<file path="config.mk">
export PLATFORM = sky130hd
export DESIGN_NAME = motor_current_pi_loop
export DESIGN_NICKNAME = d
export VERILOG_FILES = /design/src/rtl/mcpi_pkg.sv /design/src/rtl/motor_current_pi_loop.sv /design/src/rtl/mcpi_cmd.sv
export SDC_FILE = /design/constraint.sdc
export NUM_CORES = 2
export LEC_CHECK = 0
export ABC_AREA = 1
export BUFFER_PORTS_ARGS = -buffer_cell sky130_fd_sc_hd__buf_2
export CAP_MARGIN = 20
export CORE_MARGIN = 2
export CORE_UTILIZATION = 50
export DETAILED_ROUTE_END_ITERATION = 16
export PLACE_DENSITY = 0.66
export SYNTH_ARGS = -nofsm -noshare
export SYNTH_HDL_FRONTEND = slang
export SYNTH_SLANG_ARGS = --single-unit
</file>
<file path="constraint.sdc">
create_clock -name clk -period 16 [get_ports clk]
set_clock_uncertainty 0.05 [all_clocks]
set_input_delay 3.2 -clock clk [delete_from_list [all_inputs] [get_ports clk]]
set_output_delay 3.2 -clock clk [all_outputs]
set_load 0.02 [all_outputs]
</file>
<file path="src/rtl/mcpi_pkg.sv">
// Shared types, widths and constants for the motor current PI loop.
// Used by mcpi_cmd and motor_current_pi_loop; depends on nothing else.
package mcpi_pkg;

  // Binary point of the current and integrator scaling.
  localparam int FRAC_SHIFT = 6;

  // Field and datapath widths.
  localparam int CUR_W   = 16;  // phase current sample
  localparam int MEAS_W  = 17;  // selected and signed current
  localparam int ERR_W   = 18;  // target minus measured
  localparam int GAIN_W  = 16;  // kp and ki
  localparam int SHIFT_W = 4;   // extra shift registers
  localparam int LIM_W   = 15;  // integrator limit register
  localparam int INTEG_W = 23;  // integrator state
  localparam int PPROD_W = 35;  // -kp * error
  localparam int IPROD_W = 34;  // ki * error
  localparam int ISUM_W  = 35;  // integrator plus ki * error
  localparam int CMD_W   = 16;  // drive command
  localparam int CFG_IDX_W  = 3;
  localparam int CFG_DATA_W = 16;

  // Configuration register map.
  typedef enum logic [CFG_IDX_W-1:0] {
    REG_KP       = 3'd0,
    REG_KP_SHIFT = 3'd1,
    REG_KI       = 3'd2,
    REG_KI_SHIFT = 3'd3,
    REG_KI_LIMIT = 3'd4,
    REG_TARGET   = 3'd5
  } cfg_reg_t;

  // Hall decode table, one bit per hall state (bit n is state n).
  localparam logic [7:0] HALL_PICK_B = 8'b0001_1100;  // states 2, 3, 4 use phase B
  localparam logic [7:0] HALL_NEG    = 8'b0101_0000;  // states 4, 6 invert the sample
  localparam logic [7:0] HALL_ZERO   = 8'b1000_0001;  // states 0, 7 give no current

  // Picks the phase sample for a hall state and applies its sign.
  function automatic logic signed [MEAS_W-1:0] hall_measure(
    input logic signed [CUR_W-1:0] ia,
    input logic signed [CUR_W-1:0] ib,
    input logic        [2:0]       hall
  );
    logic signed [MEAS_W-1:0] pick;
    begin
      pick = HALL_PICK_B[hall] ? MEAS_W'(ib) : MEAS_W'(ia);
      if (HALL_ZERO[hall]) begin
        hall_measure = '0;
      end else if (HALL_NEG[hall]) begin
        hall_measure = -pick;
      end else begin
        hall_measure = pick;
      end
    end
  endfunction

endpackage

</file>
<file path="src/rtl/motor_current_pi_loop.sv">
// Motor current PI loop: an input register and a result register with the whole
// calculation in one combinational pass between them.
// A beat moves from the input register to the result register; the integrator add and clamp
// are combinational. Throughput: one beat per cycle unless the output stalls.
// The input stalls only while a result waits on the output and the input register is full.
// Synchronous active-high reset clears the configuration registers, the integrator and the valid bits.
// Depends on mcpi_pkg and mcpi_cmd.
module motor_current_pi_loop (
  input  logic                                  clk,
  input  logic                                  rst,
  // Configuration write port.
  input  logic                                  cfg_write,
  input  logic        [mcpi_pkg::CFG_IDX_W-1:0] cfg_index,
  input  logic        [mcpi_pkg::CFG_DATA_W-1:0] cfg_data,
  // Sample channel.
  input  logic                                  in_valid,
  output logic                                  in_stall,
  input  logic signed [mcpi_pkg::CUR_W-1:0]     phase_a_current,
  input  logic signed [mcpi_pkg::CUR_W-1:0]     phase_b_current,
  input  logic        [2:0]                     hall_bits,
  // Result channel.
  output logic                                  out_valid,
  input  logic                                  out_stall,
  output logic signed [mcpi_pkg::CMD_W-1:0]     drive_command,
  output logic signed [mcpi_pkg::MEAS_W-1:0]    measured_current
);

  // Configuration registers.
  logic signed [mcpi_pkg::GAIN_W-1:0]  kp;
  logic        [mcpi_pkg::SHIFT_W-1:0] prop_shift;
  logic signed [mcpi_pkg::GAIN_W-1:0]  ki;
  logic        [mcpi_pkg::SHIFT_W-1:0] integ_shift;
  logic        [mcpi_pkg::LIM_W-1:0]   integ_limit;
  logic signed [mcpi_pkg::CUR_W-1:0]   target;

  // Input register valid bit and ready terms.
  logic v1;
  logic rdy1, rdy2;

  // Input register.
  logic signed [mcpi_pkg::CUR_W-1:0]   s1_ia;
  logic signed [mcpi_pkg::CUR_W-1:0]   s1_ib;
  logic        [2:0]                   s1_hall;
  // Integrator state.
  logic signed [mcpi_pkg::INTEG_W-1:0] integ;

  // Combinational values between the input and result registers.
  logic signed [mcpi_pkg::MEAS_W-1:0]  meas_next;
  logic signed [mcpi_pkg::ERR_W-1:0]   err_next;
  logic signed [mcpi_pkg::MEAS_W:0]    neg_kp;
  logic signed [mcpi_pkg::PPROD_W-1:0] pprod_next;
  logic signed [mcpi_pkg::IPROD_W-1:0] iprod_next;
  logic signed [mcpi_pkg::ISUM_W-1:0]  sum_full;
  logic signed [mcpi_pkg::ISUM_W-1:0]  lim_pos;
  logic signed [mcpi_pkg::ISUM_W-1:0]  lim_neg;
  logic signed [mcpi_pkg::INTEG_W-1:0] integ_next;
  logic signed [mcpi_pkg::CMD_W-1:0]   cmd_next;

  // Configuration writes; unknown indexes are ignored.
  always_ff @(posedge clk) begin
    if (rst) begin
      kp          <= '0;
      prop_shift  <= '0;
      ki          <= '0;
      integ_shift <= '0;
      integ_limit <= '0;
      target      <= '0;
    end else if (cfg_write) begin
      case (cfg_index)
        mcpi_pkg::REG_KP:       kp          <= cfg_data;
        mcpi_pkg::REG_KP_SHIFT: prop_shift  <= cfg_data[mcpi_pkg::SHIFT_W-1:0];
        mcpi_pkg::REG_KI:       ki          <= cfg_data;
        mcpi_pkg::REG_KI_SHIFT: integ_shift <= cfg_data[mcpi_pkg::SHIFT_W-1:0];
        mcpi_pkg::REG_KI_LIMIT: integ_limit <= cfg_data[mcpi_pkg::LIM_W-1:0];
        mcpi_pkg::REG_TARGET:   target      <= cfg_data;
        default: ;
      endcase
    end
  end

  // Flow control: a register may load when it is empty or is moving on.
  assign rdy2     = !out_valid || !out_stall;
  assign rdy1     = !v1 || rdy2;
  assign in_stall = !rdy1;

  always_ff @(posedge clk) begin
    if (rst) begin
      v1        <= 1'b0;
      out_valid <= 1'b0;
    end else begin
      if (rdy1)  v1        <= in_valid;
      if (rdy2)  out_valid <= v1;
    end
  end

  // Hall decode and error.
  assign meas_next = mcpi_pkg::hall_measure(s1_ia, s1_ib, s1_hall);
  assign err_next  = mcpi_pkg::ERR_W'(target) - mcpi_pkg::ERR_W'(meas_next);

  // Gain products; kp is negated at MEAS_W + 1 (18) bits so the most negative gain holds.
  assign neg_kp     = -(mcpi_pkg::MEAS_W + 1)'(kp);
  assign pprod_next = neg_kp * err_next;
  assign iprod_next = ki * err_next;

  // Integrator update at full width, then clamp to plus or minus limit << 6.
  assign sum_full = mcpi_pkg::ISUM_W'(integ) + mcpi_pkg::ISUM_W'(iprod_next);
  assign lim_pos  = $signed(mcpi_pkg::ISUM_W'({integ_limit, {mcpi_pkg::FRAC_SHIFT{1'b0}}}));
  assign lim_neg  = -lim_pos;

  always_comb begin
    if (sum_full > lim_pos) begin
      integ_next = mcpi_pkg::INTEG_W'(lim_pos);
    end else if (sum_full < lim_neg) begin
      integ_next = mcpi_pkg::INTEG_W'(lim_neg);
    end else begin
      integ_next = mcpi_pkg::INTEG_W'(sum_full);
    end
  end

  // Integrator state advances with each beat that moves into the result register.
  always_ff @(posedge clk) begin
    if (rst) begin
      integ <= '0;
    end else if (v1 && rdy2) begin
      integ <= integ_next;
    end
  end

  // Command scaling and saturation, using the updated integrator.
  mcpi_cmd u_cmd (
    .prop_prod   (pprod_next),
    .integ       (integ_next),
    .prop_shift  (prop_shift),
    .integ_shift (integ_shift),
    .cmd         (cmd_next)
  );

  // Payload registers, loaded as their stage accepts.
  always_ff @(posedge clk) begin
    if (rdy1) begin
      s1_ia   <= phase_a_current;
      s1_ib   <= phase_b_current;
      s1_hall <= hall_bits;
    end
    if (rdy2) begin
      drive_command    <= cmd_next;
      measured_current <= meas_next;
    end
  end

endmodule

</file>
<file path="src/rtl/mcpi_cmd.sv">
// Drive command formation: scales the proportional product and the integrator,
// subtracts them and saturates to 16 bits signed. Depends on mcpi_pkg.
module mcpi_cmd (
  input  logic signed [mcpi_pkg::PPROD_W-1:0]  prop_prod,
  input  logic signed [mcpi_pkg::INTEG_W-1:0]  integ,
  input  logic        [mcpi_pkg::SHIFT_W-1:0]  prop_shift,
  input  logic        [mcpi_pkg::SHIFT_W-1:0]  integ_shift,
  output logic signed [mcpi_pkg::CMD_W-1:0]    cmd
);

  localparam int DIFF_W = mcpi_pkg::PPROD_W + 1;
  localparam logic signed [DIFF_W-1:0] CMD_MAX = DIFF_W'(32767);
  localparam logic signed [DIFF_W-1:0] CMD_MIN = -DIFF_W'(32768);

  logic        [4:0]                      p_amt;
  logic        [4:0]                      i_amt;
  logic signed [mcpi_pkg::PPROD_W-1:0]    p_term;
  logic signed [mcpi_pkg::INTEG_W-1:0]    i_term;
  logic signed [DIFF_W-1:0]               diff;

  // Both terms use arithmetic right shifts of six plus the configured amount.
  assign p_amt  = 5'(mcpi_pkg::FRAC_SHIFT) + {1'b0, prop_shift};
  assign i_amt  = 5'(mcpi_pkg::FRAC_SHIFT) + {1'b0, integ_shift};
  assign p_term = prop_prod >>> p_amt;
  assign i_term = integ >>> i_amt;
  assign diff   = DIFF_W'(p_term) - DIFF_W'(i_term);

  // Saturate the difference to the command range.
  always_comb begin
    if (diff > CMD_MAX) begin
      cmd = mcpi_pkg::CMD_W'(CMD_MAX);
    end else if (diff < CMD_MIN) begin
      cmd = mcpi_pkg::CMD_W'(CMD_MIN);
    end else begin
      cmd = mcpi_pkg::CMD_W'(diff);
    end
  end

endmodule

</file>
==> Yosys cells after proc, flatten, opt, wreduce, memory -nomap -nowiden <==
Memories as Yosys holds them, arrays and structs flattened. A register that Yosys moved wholly into a read port is not among the register bits.
Cells that the tools add are included.
{ "word_totals": {"register_bits": 164, "rom_bits": 24, "mem_count": 3, "input_bits": 59, "out_inout_bits": 35} }
{ "memory_table": {"columns": ["memory", "depth", "word_bits", "rd", "rd_clocked_by_memory_dff", "wr", "line_no", "source"], "rows": [
  ["(name not given)", 8, 1, 1, 1, 0, "mcpi_pkg.sv:49", "end else if (HALL_NEG[hall]) begin"],
  ["(name not given)", 8, 1, 1, 1, 0, "mcpi_pkg.sv:47", "if (HALL_ZERO[hall]) begin"],
  ["(name not given)", 8, 1, 1, 1, 0, "mcpi_pkg.sv:46", "pick = HALL_PICK_B[hall] ? MEAS_W'(ib) : MEAS_W'(ia);"]
]} }
{ "op_classes": {"add_sub_neg": 8, "n_reduce_logical": 14, "shifts": 2, "mul": 2, "n_mux": 12, "eq_ne": 5, "n_lt_le_gt_ge": 5} }
{ "op_table": {"columns": ["op", "n"], "rows": [
  ["$mux W17", 3],
  ["$mux W23", 2],
  ["$gt A36 B16 Y1 const B", 1],
  ["$lt A36 B16 Y1 const B", 1],
  ["$sub A35 B23 Y36", 1],
  ["$add A23 B34 Y35", 1],
  ["$gt A35 B22 Y1", 1],
  ["$lt A35 B35 Y1", 1],
  ["$mul A18 B18 Y35", 1],
  ["$neg A21 Y35", 1],
  ["$sshr A35 B5 Y35", 1],
  ["$mul A16 B18 Y34", 1],
  ["$sshr A23 B5 Y23", 1],
  ["$neg A16 Y18", 1],
  ["$sub A16 B17 Y18", 1],
  ["$neg A17 Y17", 1],
  ["$mux W16", 1],
  ["$reduce_and A2 Y1", 6],
  ["$add A3 B4 Y5 const A", 2],
  ["$mux W3", 3],
  ["$eq A3 B2 Y1 const B", 2],
  ["$eq A3 B3 Y1 const B", 2],
  ["$logic_not A1 Y1", 4],
  ["$lt A3 B4 Y1 const B", 1],
  ["5 further kinds", 8]
]} }

==> Logic depth before layout (Yosys ltp) <==
{ "logic_depth": {"depth_word": 16, "depth_mapped": 97, "mapped_depth_nobuf": 94} }

==> Modules after synthesis <==
From an unflattened synthesis, not the netlist that was laid out.
{ "hier_totals": {"hier_cells": 5325, "hier_area_um2": 38745.9} }
{ "by_module_without_submodules": {"columns": ["module", "area_each_um2", "seq_area_each_um2", "cells_per_inst", "n_inst"], "rows": [
  ["motor_current_pi_loop", 32926.6, 4023.9, 4080, 1],
  ["mcpi_cmd", 5819.3, 0.0, 1245, 1]
]} }

==> Worst setup path before layout <==
Ideal clock, no wire load.
{ "synth_path": {"path_kind": "register -> register", "startpoint": "register with a tool-made name", "endpoint": "register drive_command[10] (netlist name), data pin", "stages_incl_launch_ff": 89, "n_path_buf": 3, "arrival_time_ns": 13.018, "path_slack_ns": 2.679, "cell_sequence": "dfxtp_1 -> clkbuf_1 -> inv_1 -> or2_2 -> o21ai_0 -> inv_1 -> nor3_1 -> nand3_1 -> inv_1 -> nand3_1 -> nor3_1 -> nand2_1 -> nand2_1 -> nor2_1 -> nor3_1 -> inv_1 -> ha_1 -> a21oi_1 -> [... 53 more ...] -> nand3_1 -> nand2_1 -> a21oi_1 -> o21ai_2 -> a21oi_1 -> o21ai_2 -> nand3_1 -> nand2_1 -> nand2_1 -> nand2_1 -> xor2_1 -> nor2_1 -> nand2_1 -> nor3_1 -> nand3_1 -> o21ai_2 -> buf_4 -> nand2_1"} }
{ "synth_rtl": {"columns": ["item", "line_no", "source"], "rows": [
  ["end signal, assigned", "motor_current_pi_loop.sv:146", "drive_command <= cmd_next;"],
  ["end, declared", "motor_current_pi_loop.sv:24", "output logic signed [mcpi_pkg::CMD_W-1:0] drive_command,"]
]} }

==> impl_metrics.tcl <==
set metrics [dict create \
    status "finished clean" \
    dieArea_sq_mm 0.0782 \
    fmax_ghz 0.0673 \
    ys_types 64 \
    start_kind "flop" \
    slowest_delay_ps 650 \
    wl_per_cell_um 19.5 \
    drive_gt1_frac 0.0610 \
    grt_pass1_wl_mm 190 \
    grt_usage 0.313 \
    clock-sinks 167 \
    period_needed_ps 14870 \
    cp_max_fo 23 \
    drc 0 \
    grtUsageMet2 0.508 \
    clk_pin_slew_ps 80 \
    io_pins 94 \
    maxCapViolations 0 \
    cts_buffer_depth 2 \
    clock_latency_ps 480 \
    nets 6064 \
    synth.top_cell.area_share 0.333 \
    crit_top_cell "nand2_1" \
    via_per_inst 5.52 \
    ctsHtreeMaxLevel 4 \
    syn_area_sq_mm 0.0380 \
    worst-setup-path-type "reg -> reg" \
    relSlewSlack 0.384 \
    syn_area_per_cell_sq_um 7.49 \
    syn_to_final_growth_pct 5.91 \
    synth_nets 6051 \
    setup_violations 0 \
    ys_seq_elements 167 \
    cts_tree "done" \
    initial_core_util 0.503 \
    grt_max_degree 77 \
    wirelength_mm 119 \
    cpMaxStageDelayCell "fa_2" \
    timing_hold_violations_final 0 \
    fin_tns_setup_ps 0 \
    cts_root_buffer "clkbuf_16" \
    hp-class "reg -> reg" \
    grtUsageMet3 0.0325 \
    rows 101 \
    hold_buffers 0 \
    grt_use_met1 0.430 \
    gp_congestion 0.969 \
    end_kind "flop" \
    die_h_um 280 \
    reg2reg_depth 81 \
    synthFlopType "dfxtp_1" \
    ys_seq_area_frac 0.106 \
    synth.area.top_cells "fa_1, inv_1, ha_1" \
    worstMarginPinSlew_ps 923 \
    async_flop_share 0 \
    netlist_instances 5072 \
    yosysWarningCount 0 \
    synth_top_cell_by_area "fa_1" \
    min_period_over_period 0.929 \
    cts_buffers 17 \
    grt_pass1_vias 33800 \
    hpwl_mm 98.0 \
    grt_busiest_layer "met2" \
    drv_slew 0 \
    drt-pass1-iter-count 6 \
    ant_nets 0 \
    dr_total_vias 33500 \
    synth-edff-count 68 \
    core_sq_mm 0.0756 \
    drt-initial-drc-count 3021 \
    antenna_found_initial 4 \
    hp-start "target[0]" \
    cp.arrival_ps 15170 \
    whs_ps 424 \
    grt-ovfl-total 0 \
    chipWidth_um 280 \
    required_ps 16300 \
    hold_depth 2 \
    portBuffers 93 \
]
layer usage:
layer / vias up / routed length, um
met5: - / 0
met4: 0 / 5400
met3: 264 / 8890
met2: 1373 / 54500
met1: 16300 / 49900
li1: 15600 / -
through the flow:
stage,area (sq um),util,std cells,worst slack (ps)
2_1_floorplan,38000,-,5072,2680
3_3_place_gp,39500,0.523,6037,641
3_5_place_dp,39500,0.523,6037,593
4_1_cts,40100,0.530,6069,508
5_1_grt,40200,0.533,6077,-71.2
6_report,40300,0.533,6078,1130
cell families after synthesis:
group           after synthesis  synth area share
xor+xnor                    135            0.0313
simple gates               1987             0.219
flops                       167             0.106
fa+ha+maj                   920             0.428
buf+inv                    1270             0.127
mux                           7           0.00184
compound gates              586            0.0862
flip-flops by register name (all words and copies together) (netlist names), named ones only:
register / count
kp: 16
ki: 16
integ: 23
measured_current: 17
out_valid: 1
v1: 1
integ_shift: 4
s1_ib: 16
integ_limit: 15
target: 16
s1_ia: 16
prop_shift: 4
drive_command: 16
s1_hall: 3
worst max-delay path, delay by kind of cell, from the launching register on:
family / cells / cell delay (ps)
simple gates: 42 / 5270
flops: 1 / 330
buf+inv: 13 / 1350
xor+xnor: 2 / 530
compound gates: 12 / 2270
mux: 1 / 280
fa+ha+maj: 11 / 4650
area by class of cell:
type / instances / area, sq um
Tap cell: 978 / 1220
Clock buffer: 19 / 433
Sequential cell: 167 / 4020
Multi-Input combinational cell: 3635 / 29300
Clock inverter: 13 / 130
Timing Repair Buffer: 165 / 1030
Fill cell: 7426 / 35300
Inverter: 1099 / 4130
Antenna cell: 2 / 5.00
what timing repair did:
item	CTS	global route
hold endpoints to repair	0	0
gates resized for setup	0	23
buffers inserted	0	7
setup endpoints to repair	0	16
synthesized netlist by cell type, types with 26 or more instances:
cell type	n
xnor2_1	39
edfxtp_1	68
fa_1	633
or2_2	27
clkbuf_1	133
nand4_1	35
nand2_1	954
o21ai_0	215
inv_1	1066
ha_1	287
nor2_1	532
clkinv_1	26
a21oi_1	238
nand3_1	349
xor2_1	95
nor3_1	34
dfxtp_1	99
placed cells by master, fill, tap and decap left out, drive strengths merged, types with 26 or more instances in the layout:
cell       n
buf      165
nand4     36
a21oi    243
fa       633
o21ai    242
dfxtp     99
xnor2     39
ha       287
nor2     539
o211ai    26
nand2    967
edfxtp    68
nand3    358
xor2      96
or2       29
clkinv    31
nor3      36
inv     1079
worst paths after layout:
kind / slack (ps) / endpoint
hold / removal: 420 / target[0]
hold reg to reg: 420 / target[0]
setup / recovery: 1130 / drive_command[2]
setup reg to reg: 1130 / drive_command[2]
Power is left out: the tool's default activity adds up to more than one toggle a clock period on the data nets, which glitch-free logic cannot reach.
